===== src/hw/rtl/ttd_pkg.sv =====
// ----------------------------------------------------------------------------
// Turnover toggle detector package
// Shared widths, register indexes, constants and arithmetic helpers.
// ----------------------------------------------------------------------------
package ttd_pkg;

   // Field widths.
   localparam int SampleW = 16;
   localparam int FiltW   = 10;
   localparam int TickW   = 16;
   localparam int CsrIdxW = 4;
   localparam int CsrDatW = 16;

   // Saturation limits of the filter input.
   localparam logic signed [SampleW-1:0] SAMPLE_MAX = 16'sd511;
   localparam logic signed [SampleW-1:0] SAMPLE_MIN = -16'sd512;

   // Divide by ten as multiply by 205 / 2048, exact for magnitudes below 1024.
   localparam logic [7:0] DIV10_MUL   = 8'd205;
   localparam int         DIV10_SHIFT = 11;

   // Register reset values.
   localparam logic [TickW-1:0]        SAMPLE_EVERY_RST   = 16'd10;
   localparam logic signed [FiltW-1:0] TURN_THRESHOLD_RST = 10'sd220;

   // Configuration register indexes.
   typedef enum logic [CsrIdxW-1:0] {
      CSR_SAMPLE_EVERY   = 4'd0,
      CSR_TURN_THRESHOLD = 4'd1
   } csr_index_type;

   // Saturate a raw sample to the filter range.
   function automatic logic signed [FiltW-1:0] sat_sample(input logic signed [SampleW-1:0] s);
      logic signed [SampleW-1:0] c;
      begin
         if (s > SAMPLE_MAX) begin
            c = SAMPLE_MAX;
         end else if (s < SAMPLE_MIN) begin
            c = SAMPLE_MIN;
         end else begin
            c = s;
         end
         sat_sample = c[FiltW-1:0];
      end
   endfunction

   // Signed division by ten, truncated toward zero, for -1023..1023.
   function automatic logic signed [FiltW-1:0] div10(input logic signed [FiltW:0] d);
      logic [FiltW:0]   mag;
      logic [17:0]      prod;
      logic [6:0]       q;
      logic [FiltW-1:0] qx;
      begin
         mag  = d[FiltW] ? (~d + 11'd1) : d;
         prod = {8'd0, mag[FiltW-1:0]} * {10'd0, DIV10_MUL};
         q    = prod[17:DIV10_SHIFT];
         qx   = {3'd0, q};
         div10 = d[FiltW] ? $signed(~qx + 10'd1) : $signed(qx);
      end
   endfunction

endpackage


===== src/hw/rtl/turnover_toggle_detector.sv =====
// ----------------------------------------------------------------------------
// Turnover toggle detector
// Decimates a tick stream, low-pass filters the saturated axis sample and
// flips a lights flag on each rising edge of the filtered-above-threshold level.
// ----------------------------------------------------------------------------
// An accepted tick is held in the input register, then moves into the response register.
// Throughput: one tick per cycle while rsp_stall is low; the filter update sits
// between the input and response registers, so back-to-back ticks see fresh state.
// Reset: synchronous, active high; clears tick count, filter, level and
// lights flag, and loads sample_every = 10, turn_threshold = 220.
module turnover_toggle_detector
   import ttd_pkg::*;
(
   input  logic                      clock,
   input  logic                      reset,
   // Tick input channel.
   input  logic                      req_valid,
   output logic                      req_stall,
   input  logic signed [SampleW-1:0] req_accel_y,
   // Response channel.
   output logic                      rsp_valid,
   input  logic                      rsp_stall,
   output logic                      rsp_sampled,
   output logic                      rsp_turned_over,
   output logic                      rsp_toggled,
   output logic                      rsp_lights_on,
   // Configuration write channel.
   input  logic                      csr_valid,
   output logic                      csr_ready,
   input  logic [CsrIdxW-1:0]        csr_index,
   input  logic [CsrDatW-1:0]        csr_wdata
);

   // Configuration registers.
   logic [TickW-1:0]        sample_every_ff;
   logic signed [FiltW-1:0] turn_threshold_ff;

   // Pipeline registers.
   logic                      in_valid_ff;
   logic signed [SampleW-1:0] accel_y_ff;
   logic                      rsp_valid_ff;
   logic                      rsp_sampled_ff, rsp_turned_ff, rsp_toggled_ff, rsp_lights_ff;

   // Detector state.
   logic [TickW-1:0]        tick_count_ff, tick_count_in;
   logic signed [FiltW-1:0] filtered_ff, filtered_in;
   logic                    prev_turned_ff, prev_turned_in;
   logic                    lights_flag_ff, lights_flag_in;

   // Datapath signals.
   logic                    out_free;
   logic                    fire;
   logic                    in_take;
   logic [TickW-1:0]        tick_next;
   logic                    sample_c;
   logic signed [FiltW-1:0] sat_c;
   logic signed [FiltW:0]   diff_c;
   logic signed [FiltW-1:0] filt_new;
   logic                    level_c;
   logic                    toggle_c;

   // Handshake control: the response register frees when taken.
   assign out_free  = !rsp_valid_ff || !rsp_stall;
   assign fire      = in_valid_ff && out_free;
   assign req_stall = in_valid_ff && !fire;
   assign in_take   = req_valid && !req_stall;
   assign csr_ready = 1'b1;

   // Configuration writes.
   always_ff @(posedge clock) begin
      if (reset) begin
         sample_every_ff   <= SAMPLE_EVERY_RST;
         turn_threshold_ff <= TURN_THRESHOLD_RST;
      end else if (csr_valid && csr_ready) begin
         unique case (csr_index)
            CSR_SAMPLE_EVERY:   sample_every_ff   <= csr_wdata[TickW-1:0];
            CSR_TURN_THRESHOLD: turn_threshold_ff <= $signed(csr_wdata[FiltW-1:0]);
            default: ;
         endcase
      end
   end

   // Input register.
   always_ff @(posedge clock) begin
      if (reset) begin
         in_valid_ff <= 1'b0;
      end else if (in_take) begin
         in_valid_ff <= 1'b1;
      end else if (fire) begin
         in_valid_ff <= 1'b0;
      end
   end

   always_ff @(posedge clock) begin
      if (in_take) begin
         accel_y_ff <= req_accel_y;
      end
   end

   // Decimation, saturation, filter step and edge detection.
   always_comb begin
      tick_next      = tick_count_ff + 16'd1;
      sample_c       = (tick_next >= sample_every_ff);
      sat_c          = sat_sample(accel_y_ff);
      diff_c         = {sat_c[FiltW-1], sat_c} - {filtered_ff[FiltW-1], filtered_ff};
      filt_new       = filtered_ff + div10(diff_c);
      level_c        = (filt_new > turn_threshold_ff);
      toggle_c       = sample_c && level_c && !prev_turned_ff;

      tick_count_in  = sample_c ? '0 : tick_next;
      filtered_in    = sample_c ? filt_new : filtered_ff;
      prev_turned_in = sample_c ? level_c : prev_turned_ff;
      lights_flag_in = lights_flag_ff ^ toggle_c;
   end

   // State update, one tick per fire.
   always_ff @(posedge clock) begin
      if (reset) begin
         tick_count_ff  <= '0;
         filtered_ff    <= '0;
         prev_turned_ff <= 1'b0;
         lights_flag_ff <= 1'b0;
      end else if (fire) begin
         tick_count_ff  <= tick_count_in;
         filtered_ff    <= filtered_in;
         prev_turned_ff <= prev_turned_in;
         lights_flag_ff <= lights_flag_in;
      end
   end

   // Response register.
   always_ff @(posedge clock) begin
      if (reset) begin
         rsp_valid_ff <= 1'b0;
      end else if (fire) begin
         rsp_valid_ff <= 1'b1;
      end else if (!rsp_stall) begin
         rsp_valid_ff <= 1'b0;
      end
   end

   always_ff @(posedge clock) begin
      if (fire) begin
         rsp_sampled_ff <= sample_c;
         rsp_turned_ff  <= prev_turned_in;
         rsp_toggled_ff <= toggle_c;
         rsp_lights_ff  <= lights_flag_in;
      end
   end

   assign rsp_valid       = rsp_valid_ff;
   assign rsp_sampled     = rsp_sampled_ff;
   assign rsp_turned_over = rsp_turned_ff;
   assign rsp_toggled     = rsp_toggled_ff;
   assign rsp_lights_on   = rsp_lights_ff;

   // A toggle can only be reported on a sampled tick.
   a_toggle_sampled: assert property (@(posedge clock) disable iff (reset)
      rsp_valid && rsp_toggled |-> rsp_sampled)
      else $error("toggle reported on an unsampled tick");

   // The lights flag changes only through a processed toggle.
   a_lights_change: assert property (@(posedge clock) disable iff (reset)
      $past(!reset) && !$stable(lights_flag_ff) |-> $past(fire && toggle_c))
      else $error("lights flag changed without a toggle");

   // A sampled tick restarts the tick count.
   a_tick_restart: assert property (@(posedge clock) disable iff (reset)
      fire && sample_c |=> tick_count_ff == '0)
      else $error("tick count not cleared after a sampled tick");

   // A held input item stays put until it is processed.
   a_input_hold: assert property (@(posedge clock) disable iff (reset)
      in_valid_ff && !fire |=> in_valid_ff && $stable(accel_y_ff))
      else $error("pending tick lost or changed");

endmodule


===== config.mk =====
export PLATFORM = sky130hd
export DESIGN_NAME = turnover_toggle_detector
export DESIGN_NICKNAME = d
export VERILOG_FILES = /design/src/hw/rtl/ttd_pkg.sv /design/src/hw/rtl/turnover_toggle_detector.sv
export SDC_FILE = /design/constraint.sdc
export NUM_CORES = 1
export LEC_CHECK = 0
export BUFFER_PORTS_ARGS = -buffer_cell sky130_fd_sc_hd__buf_2
export CAP_MARGIN = 10
export CORE_UTILIZATION = 64
export CTS_BUF_LIST = sky130_fd_sc_hd__clkbuf_4
export DETAILED_ROUTE_END_ITERATION = 8
export PLACE_DENSITY_LB_ADDON = 0.25
export SYNTH_ARGS = -nofsm -noshare
export SYNTH_HDL_FRONTEND = slang
export SYNTH_SLANG_ARGS = --single-unit

===== constraint.sdc =====
create_clock -name clock -period 12.1 [get_ports clock]
set_input_delay 1.21 -clock clock [delete_from_list [all_inputs] [get_ports clock]]
set_output_delay 1.21 -clock clock [all_outputs]
set_load 0.01 [all_outputs]

== Word level (Yosys, flattened, before mapping) ==
Cells that the tools add are included.

* Input port bits: 41
* Register bits: 76

* Mux-type cells: 10
* Multiply operators: 1
* Equal/unequal tests: 2
* Add/sub/neg operators: 5
* $lt $le $gt $ge: 4
* Reduce and logical (&&, ||, !) cells: 16
* Bitwise operators: 3

{| class="wikitable"
|+ Operators by type and width
! cell !! count
|-
| two-way mux 10 bit || 4
|-
| adder 10 x 1 -> 10 bit (second input constant) || 2
|-
| multiplier 10 x 8 -> 18 bit (second input constant) || 1
|-
| adder 16 x 1 -> 16 bit (second input constant) || 1
|-
| greater-or-equal comparator 16 bit || 1
|-
| > comparator 16 x 10 -> 1 bit (second input constant) || 1
|-
| less-than comparator 16 x 10 -> 1 bit (second input constant) || 1
|-
| two-way mux 16 bit || 1
|-
| subtractor 10 x 10 -> 11 bit || 1
|-
| adder 10 bit || 1
|-
| > comparator 10 bit || 1
|-
| NOT 10 bit || 1
|-
| NOT 7 -> 10 bit || 1
|-
| AND reduction 2 bit || 3
|-
| logical AND 1 bit || 5
|-
| logical NOT 1 bit || 5
|-
| two-way mux 1 bit || 5
|-
| == test 4 x 1 -> 1 bit (second input constant) || 1
|-
| logical NOT 4 bit || 1
|-
| != test 2 x 1 -> 1 bit (second input constant) || 1
|-
| nonzero test 2 bit || 1
|-
| logical OR 1 bit || 1
|-
| bitwise XOR 1 bit || 1
|}

== Longest topological paths before layout ==
* Word-level depth: 16
* Mapped depth: 51
* Mapped depth without buffers: 51

== Least setup slack after synthesis ==
No wires, ideal clock.

* Path kind: flip-flop to flip-flop
* Start point: register accel_y_ff[13]
* End point: register rsp_lights_ff, in the netlist rsp_lights_on (data pin)
* Period minus slack after synthesis: 9,872 ps
* Stages on the path, launching flop included: 45
* Arrival: 9,601 ps
* Library setup time: 270 ps
* Path slack: 2,228 ps
* Cell sequence: edfxtp_1 > nor4_1 > a21oi_1 > o21ai_0 > ha_1 > inv_1 > fa_1 > a21oi_2 > o211a_1 > nor3_1 > nor2b_1 > clkbuf_1 > o31ai_1 > xnor2_1 > ha_1 > fa_1 > inv_1 > fa_1 > [... 9 more ...] > ha_1 > nor2_1 > xnor2_1 > xnor2_1 > ha_1 > a21oi_1 > o21bai_1 > a21oi_1 > o21ai_0 > xor2_1 > ha_1 > nand2_1 > or4_1 > o211ai_1 > o21ai_0 > a41oi_1 > nor3b_1 > xor2_1

* Word-level cells in the longest chain between the ends: 16
* Elaborated cells on any way between the ends: 17
* Classes of those cells: 4 x add/sub; 1 x mul; 3 x order compare; 4 x mux; 3 x bitwise; 2 x reduce/logical

{| class="wikitable"
|+ RTL lines
! element !! RTL line !! source
|-
| from (decl) || turnover_toggle_detector.sv:40 || <nowiki>logic signed [SampleW-1:0] accel_y_ff;</nowiki>
|-
| from (signal assigned) || turnover_toggle_detector.sv:96 || <nowiki>accel_y_ff <= req_accel_y;</nowiki>
|-
| less-than comparator 16 x 10 -> 1 bit || ttd_pkg.sv:38 || <nowiki>end else if (s < SAMPLE_MIN) begin</nowiki>
|-
| two-way mux 10 bit || ttd_pkg.sv:38 ||
|-
| two-way mux 10 bit (*) || ttd_pkg.sv:36 || <nowiki>if (s > SAMPLE_MAX) begin</nowiki>
|-
| subtractor 10 x 10 -> 11 bit (*) || turnover_toggle_detector.sv:105 || <nowiki>diff_c = {sat_c[FiltW-1], sat_c} - {filtered_ff[FiltW-1], filtered_ff};</nowiki>
|-
| NOT 10 bit || ttd_pkg.sv:54 || <nowiki>mag = d[FiltW] ? (~d + 11'd1) : d;</nowiki>
|-
| adder 10 x 1 -> 10 bit || ttd_pkg.sv:54 ||
|-
| two-way mux 10 bit || ttd_pkg.sv:54 ||
|-
| multiplier 10 x 8 -> 18 bit || ttd_pkg.sv:55 || <nowiki>prod = {8'd0, mag[FiltW-1:0]} * {10'd0, DIV10_MUL};</nowiki>
|-
| [... 2 more ...] || - ||
|-
| two-way mux 10 bit (*) || ttd_pkg.sv:58 || <nowiki>div10 = d[FiltW] ? $signed(~qx + 10'd1) : $signed(qx);</nowiki>
|-
| adder 10 bit (*) || turnover_toggle_detector.sv:106 || <nowiki>filt_new = filtered_ff + div10(diff_c);</nowiki>
|-
| net filt_new[7] || turnover_toggle_detector.sv:58 || <nowiki>logic signed [FiltW-1:0] filt_new;</nowiki>
|-
| > comparator 10 bit (*) || turnover_toggle_detector.sv:107 || <nowiki>level_c = (filt_new > turn_threshold_ff);</nowiki>
|-
| logical AND 1 bit (*) (2 in series) || turnover_toggle_detector.sv:108 || <nowiki>toggle_c = sample_c && level_c && !prev_turned_ff;</nowiki>
|-
| net toggle_c || turnover_toggle_detector.sv:60 || <nowiki>logic toggle_c;</nowiki>
|-
| bitwise XOR 1 bit (*) || turnover_toggle_detector.sv:113 || <nowiki>lights_flag_in = lights_flag_ff ^ toggle_c;</nowiki>
|-
| net lights_flag_in || turnover_toggle_detector.sv:48 || <nowiki>logic lights_flag_ff, lights_flag_in;</nowiki>
|-
| to (signal assigned) || turnover_toggle_detector.sv:147 || <nowiki>rsp_lights_ff <= lights_flag_in;</nowiki>
|-
| to (decl) || turnover_toggle_detector.sv:42 || <nowiki>logic rsp_sampled_ff, rsp_turned_ff, rsp_toggled_ff, rsp_lights_ff;</nowiki>
|}

The timed path passes the listed nets; every way through them passes the cells marked *.
A chain may end at the register's enable or synchronous reset.

== Worst setup path in the final report ==
* Start point: register accel_y_ff[15]
* End point: register rsp_lights_ff, in the netlist rsp_lights_on (data pin)

The elaborated chain is that of the path after synthesis.

==> metrics.yaml <==
run_status:
  status: "complete, no violations"
timing:
  rsz0062_at_grt: "false"
  finalHoldViolCount: 0
  worst_pin_slew_ns: 1.02
  relSlewSlack: 0.317
  min_period_over_period: 0.932
  tns_ns: 0
  fin_crit_ns: 11.27
  max_freq_mhz: 88.7
  setup_slack_ns: 0.828
  drv_slew: 0
  report.final.setup_viol: 0
  fin_worst_skew_ns: 0.0198
logic_synthesis:
  syn_avg_cell_area_sq_um: 8.47
  synthDistinctLibCells: 67
  synth_edf_count: 20
  synth_compound_area_frac: 0.180
  syn_area_sq_um: 6680
  synth_top_family_by_area: "adder cells"
  synth_warnings: 0
  synth_seq_cells: 76
  yosysMostFrequentCell: "inv_1"
  synthTopCellsByCount: "102 x inv_1, 96 x ha_1, 85 x nand2_1"
  synth-main-ff-cell: "dfxtp_1"
  synthCells: 789
  async_flop_share: 0
  synth_mux_area_frac: 0.0170
  synth_top_area_frac: 0.180
  synth.area.top_cells: "ha_1 18%, dfxtp_1 17%, edfxtp_1 9.0%"
  ys_seq_area_frac: 0.258
  synthXorXnorAreaFrac: 0.0665
  yosys.area_share.simple: 0.172
  syn-num-nets: 944
  synth_area_leader_cell: "ha_1"
  synthAdderAreaFrac: 0.234
clock_network:
  worst_skew_pair.late_latency_ns: 0.44
  root_buffer: "clkbuf_4"
  cts.sinks: 76
  cts_buffers: 9
  clkTransAtPathRegs_ns: 0.14
  cts_max_level: 3
  postCtsHoldBufs: 0
  cts_tree: "built"
  cts_buffer_depth: 2
placement:
  gp_congestion: 0.913
  port-buffer-count: 46
  dp.cells: 945
  place_hpwl_um: 11900
  post-place-ws_ns: 0.896
route:
  via_count: 5705
  route.met3.wl_um: 623
  drc: 0
  totalWireLength_um: 14800
  routedWlPerCell_um: 15.4
  wirelength_met1_um: 6640
  via_per_inst: 5.93
  first_pass_iters: 5
  drt_iter0_drc: 271
  top_layer: "met4"
  wl_met2_um: 7120
  ant_nets: 0
setup_path:
  critPathKind: "flip-flop to flip-flop"
  cp_slowest_cell: "nand2b_1"
  arrival_ns: 11.47
  crit_top_cell: "inv_1"
  path_max_fanout: 13
  required_ns: 12.30
  cp-start-kind: "flip-flop"
  max_stage_delay_ns: 0.56
  endpoint_kind: "flip-flop"
global_route:
  grt_usage: 0.287
  antenna_found_initial: 0
  grt_max_degree: 57
  grt_remaining_overflow: 0
  grt_pass1_wl_um: 25200
  first_global_vias: 5590
cells_and_area:
  layout-drive-gt1-share: 0.100
  multi_input_area_sq_um: 4490
  fillCellCount: 741
  fin_cells: 962
  diodes: 0
  syn_to_final_growth_pct: 7.85
  final_core_util: 0.724
  nets: 979
  seq_area_sq_um: 1720
floorplanning:
  start_util: 0.671
  die_h_um: 104
  ios: 48
  core_area_sq_um: 9950
  fp.dieW_um: 104
  die-area_sq_um: 10800
  rows: 36
hold_path:
  hold_path.class: "flip-flop to flip-flop"
flow_run:
  cap_violations: 0
==> per-layer routing <==
metal | GRT usage | up-vias
met5 | 0 | -
met4 | 0.114 | 0
met3 | 0.0445 | 39
met2 | 0.490 | 160
met1 | 0.361 | 2714
li1 | - | 2792
==> area by class of cell <==
class	instances	area share
Tap cell	133	0.0231
Clock buffer	9	0.00938
Sequential cell	76	0.239
Timing Repair Buffer	49	0.0351
Clock inverter	7	0.0168
Inverter	102	0.0532
Multi-Input combinational cell	586	0.623
==> cells by family after synthesis <==
group | after synthesis
AOI/OAI and AO/OA | 181
xor gates and xnor gates | 49
adders and majority gates | 114
buffers and inverters | 127
DFF | 76
muxes | 11
other | 1
and+or+nand+nor | 230
==> metrics by stage <==
step	instance area, sq um	hold slack (ns)
final	7200	0.468
after floorplan	6680	0.435
after global routing	7200	0.487
after global placement	7000	0.446
after CTS	7190	0.469
after detailed placement	7000	0.451
==> state kept, by name, indices dropped and copies added, names as in the netlist <==
signal,count
in_valid_ff,1
rsp_sampled,1
rsp_toggled,1
prev_turned_ff,1
rsp_turned_over,1
sample_every_ff,16
lights_flag_ff,1
turn_threshold_ff,10
rsp_valid,1
rsp_lights_on,1
accel_y_ff,16
tick_count_ff,16
filtered_ff,10
==> critical path: cells and delay by family (launching register included) <==
| kind | cells | cell delay [ns] |
|---|---|---|
| adder cells (fa/ha/maj) | 9 | 3.29 |
| flip-flops | 1 | 0.46 |
| XOR/XNOR | 6 | 1.26 |
| multiplexers | 1 | 0.20 |
| buffers and inverters | 6 | 0.43 |
| AO/OA/AOI/OAI | 16 | 3.41 |
| AND/OR/NAND/NOR | 7 | 2.01 |
==> placed cells by master (no fill, tap or decap), types with 6 or more instances in the layout <==
cell type | Yosys | routed
nor3_1 | 8 | 8
buf_2 | 0 | 46
edfxtp_1 | 20 | 20
a21oi_1 | 66 | 66
fa_1 | 18 | 18
nor2b_1 | 7 | 6
o21ai_0 | 25 | 25
nor2_1 | 42 | 42
ha_1 | 96 | 96
inv_1 | 102 | 102
a21o_1 | 14 | 14
nand2b_1 | 10 | 10
nand3_1 | 18 | 18
xor2_1 | 21 | 21
xnor2_1 | 26 | 26
o211ai_1 | 6 | 6
dfxtp_1 | 56 | 56
nand3b_1 | 10 | 10
clkbuf_4 | 0 | 9
a211o_1 | 9 | 9
or3_1 | 6 | 6
nand2_1 | 85 | 85
and3_1 | 20 | 20
nor3b_1 | 6 | 6
o21a_1 | 18 | 18
mux2i_1 | 10 | 10
==> path summary, 6_finish.rpt <==
kind,endpoint,startpoint,slack (ns),cells past startpoint
worst max register to register,rsp_lights_on,accel_y_ff[15],0.83,45
worst max-delay path,rsp_lights_on,accel_y_ff[15],0.83,45
worst min-delay path,sample_every_ff[11],sample_every_ff[11],0.47,2
worst min register to register,sample_every_ff[11],sample_every_ff[11],0.47,2
==> repair_timing <==
item / in CTS / in global routing
resized for setup: 0 / 1
endpoints found under the setup margin: 0 / 1
setup buffers: 0 / 0
Power is left out: the tool's default activity adds up to more than one toggle a clock period on the data nets, which glitch-free logic cannot reach.
